File: config.mk
export PLATFORM = sky130hd
export DESIGN_NAME = bcmp_mulmod
export DESIGN_NICKNAME = d
export VERILOG_FILES = /design/src/sv/bcmp_pkg.sv /design/src/sv/bcmp_mulmod.sv
export SDC_FILE = /design/constraint.sdc
export NUM_CORES = 2
export LEC_CHECK = 0
export BUFFER_PORTS_ARGS = -buffer_cell sky130_fd_sc_hd__buf_2
export CAP_MARGIN = 10
export CORE_UTILIZATION = 25
export DETAILED_ROUTE_END_ITERATION = 10
export GPL_TIMING_DRIVEN = 1
export HOLD_SLACK_MARGIN = 0.05
export PLACE_DENSITY = 0.47
export REMOVE_ABC_BUFFERS = 1
export SYNTH_ARGS = -nofsm -noshare
export SYNTH_HDL_FRONTEND = slang
export SYNTH_SLANG_ARGS = --single-unit
export TNS_END_PERCENT = 30
File: constraint.sdc
create_clock -name clock -period 18.12 [get_ports clock]
set_input_delay 0.906 -clock clock [delete_from_list [all_inputs] [get_ports clock]]
set_output_delay 0.906 -clock clock [all_outputs]
set_load 0.03 [all_outputs]
File: src/sv/bcmp_pkg.sv
// ---------------------------------------------------------------------------
// Binomial coefficient package
// Shared constants for the modulo-prime binomial coefficient unit.
// ---------------------------------------------------------------------------
package bcmp_pkg;

   localparam int unsigned VAL_W      = 30;
   localparam logic [VAL_W-1:0] PRIME = 30'd1000000007;
   localparam logic [VAL_W-1:0] FERMAT_EXP = PRIME - 30'd2;
   localparam int unsigned EXP_BITS   = 30;
   localparam int unsigned BARRETT_SHIFT = 60;

   // Barrett reciprocal floor(2^60 / p), a 31-bit value.
   localparam logic [63:0] BARRETT_WIDE = (64'd1 << BARRETT_SHIFT) / 64'd1000000007;
   localparam logic [30:0] BARRETT_M    = BARRETT_WIDE[30:0];

   // Pipeline depth of one modular multiplier.
   localparam int unsigned MUL_LAT = 4;

endpackage

File: src/sv/bcmp_mulmod.sv
// ---------------------------------------------------------------------------
// Modular multiplier
// Four-stage pipelined a*b mod p with Barrett reduction.
// ---------------------------------------------------------------------------
module bcmp_mulmod import bcmp_pkg::*; (
   input  logic             clock,
   input  logic             reset,
   input  logic             en,
   input  logic             in_vld,
   input  logic [VAL_W-1:0] op_a,
   input  logic [VAL_W-1:0] op_b,
   output logic             out_vld,
   output logic [VAL_W-1:0] result
);

   logic        v1_ff, v2_ff, v3_ff, v4_ff;
   logic [59:0] prod_ff;
   logic [59:0] prod2_ff;
   logic [61:0] q2_ff;
   logic [31:0] rem_ff;
   logic [VAL_W-1:0] res_ff;

   logic [30:0] q3;
   logic [60:0] qp;
   logic [32:0] d1, d2;

   assign q3 = q2_ff[61:31];
   assign qp = q3 * PRIME;
   assign d1 = {1'b0, rem_ff} - 33'(PRIME);
   assign d2 = {1'b0, rem_ff} - (33'(PRIME) << 1);

   always_ff @(posedge clock) begin
      if (reset) begin
         v1_ff <= 1'b0;
         v2_ff <= 1'b0;
         v3_ff <= 1'b0;
         v4_ff <= 1'b0;
      end else if (en) begin
         v1_ff <= in_vld;
         v2_ff <= v1_ff;
         v3_ff <= v2_ff;
         v4_ff <= v3_ff;
      end
   end

   always_ff @(posedge clock) begin
      if (en) begin
         prod_ff  <= op_a * op_b;
         q2_ff    <= prod_ff[59:29] * BARRETT_M;
         prod2_ff <= prod_ff;
         // The remainder is below 3p, so the low 32 bits carry it exactly.
         rem_ff   <= prod2_ff[31:0] - qp[31:0];
         if (!d2[32]) begin
            res_ff <= d2[VAL_W-1:0];
         end else if (!d1[32]) begin
            res_ff <= d1[VAL_W-1:0];
         end else begin
            res_ff <= rem_ff[VAL_W-1:0];
         end
      end
   end

   assign out_vld = v4_ff;
   assign result  = res_ff;

endmodule

Word-level counts from Yosys, hierarchy flattened:

Cells that the tools add are included.

* add/subtract/negate cells: 3
* multipliers: 3
* divide/modulo/power cells: 0
* magnitude comparators: 0
* equality and inequality tests: 0
* shift operators: 0
* multiplexer cells: 2
* bitwise logic cells: 0
* reductions and logical operators: 0

Operators by type and width (number)
* multiplier 30 x 30 -> 60 bit: 1
* 2-to-1 mux 30 bit: 2
* multiplier 31 x 28 -> 59 bit (second input constant): 1
* subtractor 32 x 30 -> 33 bit (second input constant): 1
* subtractor 32 x 31 -> 33 bit (second input constant): 1
* multiplier 31 x 30 -> 32 bit (second input constant): 1
* subtractor 32 bit: 1

* flip-flop bits (word level): 217
* latch bits: 0
* memory bits (writable): 0
* ROM bits: 0
* input port bits: 64
* output and inout bits: 31
* word-level logic and storage cells: 17
* memories kept: 0

Longest topological paths before layout:

* word-level depth: 3
* gate-level depth with buffers: 30
* mapped depth without buffers: 28

Worst setup path before layout:

Ideal clock, no wire load.

* path type: in2reg
* start point: input port op_b[3]
* end point: register prod_ff[40] (data pin)
* library setup time: 0.195 ns
* data arrival time: 7.768 ns
* required time: 17.925 ns
* path slack: 10.157 ns
* cell stages on the path: 26
* path buffers: 2
* cell sequence: clkbuf_1 and2_1 fa_1 fa_1 fa_1 inv_1 fa_1 inv_1 fa_1 fa_1 fa_1 inv_1 fa_1 inv_1 ha_1 clkbuf_1 a2111oi_0 o21ai_0 o22a_1 nor3b_1 o311ai_0 a21o_1 a21o_1 a21boi_0 or2_2 o311ai_0

* longest elaborated chain between the ends: 1

Ends and longest elaborated chain
* from (decl): RTL line bcmp_mulmod.sv:11 `input logic [VAL_W-1:0] op_b,`
* multiplier 30 x 30 -> 60 bit: RTL line bcmp_mulmod.sv:48 `prod_ff <= op_a * op_b;`
* to (signal assigned): RTL line bcmp_mulmod.sv:48
* to (decl): RTL line bcmp_mulmod.sv:17 `logic [59:0] prod_ff;`

No other way between the ends.
A chain may end at the register's enable or synchronous reset.

Final worst setup path:

* start point: input port op_a[20]
* end point: register prod_ff[44] (data pin)

* longest elaborated chain between the ends: 1

Ends and longest elaborated chain
* from (decl): RTL line bcmp_mulmod.sv:10 `input logic [VAL_W-1:0] op_a,`
* multiplier 30 x 30 -> 60 bit: RTL line bcmp_mulmod.sv:48

No other way between the ends.

==> reports/metrics.csv <==
metric,value,unit
grt_usage,0.137,
whs,0.408,ns
rr_worst_depth,23,
dp_slack,8.54,ns
timing.rr.end,q2_ff[61]$_DFFE_PP_,
synth_edf_count,185,
n_antenna_cell,0,
viasPerCell,4.26,
cts_max_path_buffers,2,
rsz0062_at_grt,no,
initial_core_util,0.252,
slew_violations,0,
finalSetupViolations,0,
drive_gt1_frac,0.0301,
timing.setup.tns,0,ns
cap_violations,0,
synth_area_per_cell,9.93,µm²
final_nets,7876,
clkSinkCount,189,
gp_congestion,0.859,
hold_viol,0,
wl,156000,µm
min_path_type,flop to flop,
arrival,9.43,ns
synthArstFlopShare,0,
required,18.41,ns
critPathMaxFanout,30,
startpoint_type,input port,
yosys.area.top_type_share,0.435,
end_kind,flop,
grt_pass1_wl,249000,µm
finClkSkew,0.0211,ns
status,"finished, final reports clean",
ctsResizeCount,0,
grt-ovfl-total,0,
ys_ff_latch,189,
min_period_over_period,0.504,
std_cell_rows,176,
die_w,483,µm
hold_start,prod_ff[19]$_DFFE_PP_,
crit_path_max_incr_delay,0.86,ns
drtPass1Iterations,6,
ys_types,79,
yosysTopAreaCell,fa_1,
path_buf_inv,5,
first_global_vias,42100,
port_buffers,94,
syn_inst,5834,
grt_max_degree,71,
crit_type,input port to flop,
dp_hpwl,129000,µm
worst_pin_slew,1.07,ns
dieArea,234000,µm²
vias,37500,
crit_family,adder cells,
htreeDepth,4,
postCtsSetupBuffers,0,
ys_seq_area_frac,0.0973,
r2r_start,prod_ff[48]$_DFFE_PP_,
r2r_slack,10.41,ns
detail_route.iter0.violations,1917,
drtAntennaViolNets,0,
hold_buffers,0,
cts-root-buf,clkbuf_16,
cts_buffers,17,
slew_headroom,0.288,
yosysWarnings,0,
path_depth,24,
drc_errors,0,
path_common_cell,fa_1,
worstHoldEndpoint,prod2_ff[19]$_DFFE_PP_,
synth_flop_cell,edfxtp_1,
die-height,483,µm
routedWlPerCell,17.8,µm
clkLatencyLatePin,0.49,ns
synth_area,57900,µm²
setup_slack,8.99,ns
slowest_stage,a211oi_1,
antenna_found_initial,2,
area_growth,7.40,%
io_pins,95,
cts_tree,yes,
worstPathCellList,"buf_2, and2_1, fa_1, fa_1, fa_1, inv_1, fa_1, inv_1, fa_1, fa_1, fa_1, inv_1, fa_1, inv_1, ha_1, and3_1, nand3_1, a211oi_1, o311ai_0, a21o_1, a21o_1, a21boi_0, o21ai_0, xnor2_1",
clock.fmax,0.110,GHz
fin_crit,9.13,ns
clk_pin_slew,0.09,ns
worstHoldPathCells,0,
synth_area_leaders,"fa_1 44%, ha_1 17%, inv_1 10%",
core,230000,µm²
registers in the layout, indices dropped and copies added, names as in the netlist:
name      count
prod2_ff     32
out_vld       1
v2_ff         1
v1_ff         1
q2_ff        31
result       30
v3_ff         1
prod_ff      60
rem_ff       32
through the flow:
stage / instances / utilization / cell area, µm²
2_1_floorplan: 5631 / - / 57100
3_3_place_gp: 8773 / 0.268 / 61600
3_5_place_dp: 8774 / 0.268 / 61600
4_1_cts: 8806 / 0.270 / 62200
5_1_grt: 8806 / 0.270 / 62200
6_report: 8806 / 0.270 / 62200
cell families (layout without fill, tap and decap cells):
group | Yosys count | count (layout) | share of synthesized area
AOI/OAI and AO/OA | 422 | 422 | 0.0480
and+or+nand+nor | 1248 | 1248 | 0.109
DFF | 189 | 189 | 0.0973
adders and majority gates | 2046 | 2046 | 0.605
muxes | 6 | 6 | 0.00104
xor gates and xnor gates | 165 | 165 | 0.0249
buffers and inverters | 1758 | 1704 | 0.114
synthesized netlist by cell type, types with 4 or more instances:
| master | instances |
|---|---|
| inv_1 | 1555 |
| edfxtp_1 | 185 |
| clkbuf_1 | 195 |
| ha_1 | 785 |
| nand2b_1 | 14 |
| or2_2 | 10 |
| nor3_1 | 27 |
| o21ai_0 | 76 |
| xnor2_1 | 125 |
| nand4_1 | 13 |
| xor2_1 | 40 |
| a31oi_1 | 14 |
| a21o_1 | 55 |
| nand2_1 | 471 |
| fa_1 | 1260 |
| a221oi_1 | 6 |
| and2_1 | 528 |
| a21boi_0 | 7 |
| a2111oi_0 | 5 |
| or3_1 | 7 |
| nand3b_1 | 4 |
| mux2i_1 | 6 |
| and3_1 | 7 |
| nor2_1 | 102 |
| o21bai_1 | 15 |
| a211o_1 | 5 |
| and4_1 | 4 |
| o211ai_1 | 13 |
| dfxtp_1 | 4 |
| a211oi_1 | 17 |
| a21oi_1 | 128 |
| o31ai_1 | 9 |
| o22ai_1 | 7 |
| nor2b_1 | 11 |
| o21a_1 | 20 |
| o311ai_0 | 5 |
| nand3_1 | 35 |
cells in the final DEF (no fill, tap or decap), drive strengths merged, types with 8 or more instances in the layout:
| master | instances |
|---|---|
| nor2 | 103 |
| fa | 1260 |
| nand2 | 471 |
| nand3 | 35 |
| xor2 | 40 |
| and2 | 528 |
| a211oi | 18 |
| ha | 785 |
| o21ai | 81 |
| o31ai | 10 |
| o211ai | 13 |
| nand4 | 13 |
| inv | 1563 |
| a21oi | 128 |
| nor2b | 11 |
| o21bai | 15 |
| nor3 | 27 |
| edfxtp | 185 |
| a21o | 55 |
| a31oi | 14 |
| xnor2 | 125 |
| or2 | 10 |
| o21a | 20 |
| clkbuf | 18 |
| nand2b | 15 |
| o22ai | 8 |
| buf | 116 |
per-layer routing:
metal	up-vias	wire length (µm)	GRT usage
met4	0	1700	0.0195
li1	17400	-	-
met3	78	4920	0.0111
met1	19400	76300	0.196
met5	-	0	0
met2	618	73400	0.229
worst max-delay path by stage:
stage	startpoint	end	slack (ns)
2_1_floorplan	op_b[3]	prod_ff[40]$_DFFE_PP_	10.38
3_3_place_gp	op_a[18]	prod_ff[44]$_DFFE_PP_	8.52
3_5_place_dp	op_a[18]	prod_ff[44]$_DFFE_PP_	8.54
4_1_cts	op_a[18]	prod_ff[44]$_DFFE_PP_	9.07
5_1_grt	op_a[18]	prod_ff[40]$_DFFE_PP_	8.72
6_report	op_a[20]	prod_ff[44]$_DFFE_PP_	8.99
final cells by class:
type / count / area (µm²)
clock buffer: 17 / 425
inverter: 1555 / 5840
timing repair buffer: 117 / 648
sequential: 189 / 5640
tap: 3026 / 3790
clock inverter: 15 / 210
multi-input combinational: 3887 / 45700
fill: 24400 / 168000
Power is left out: the tool's default activity adds up to more than one toggle a clock period on the data nets, which glitch-free logic cannot reach.
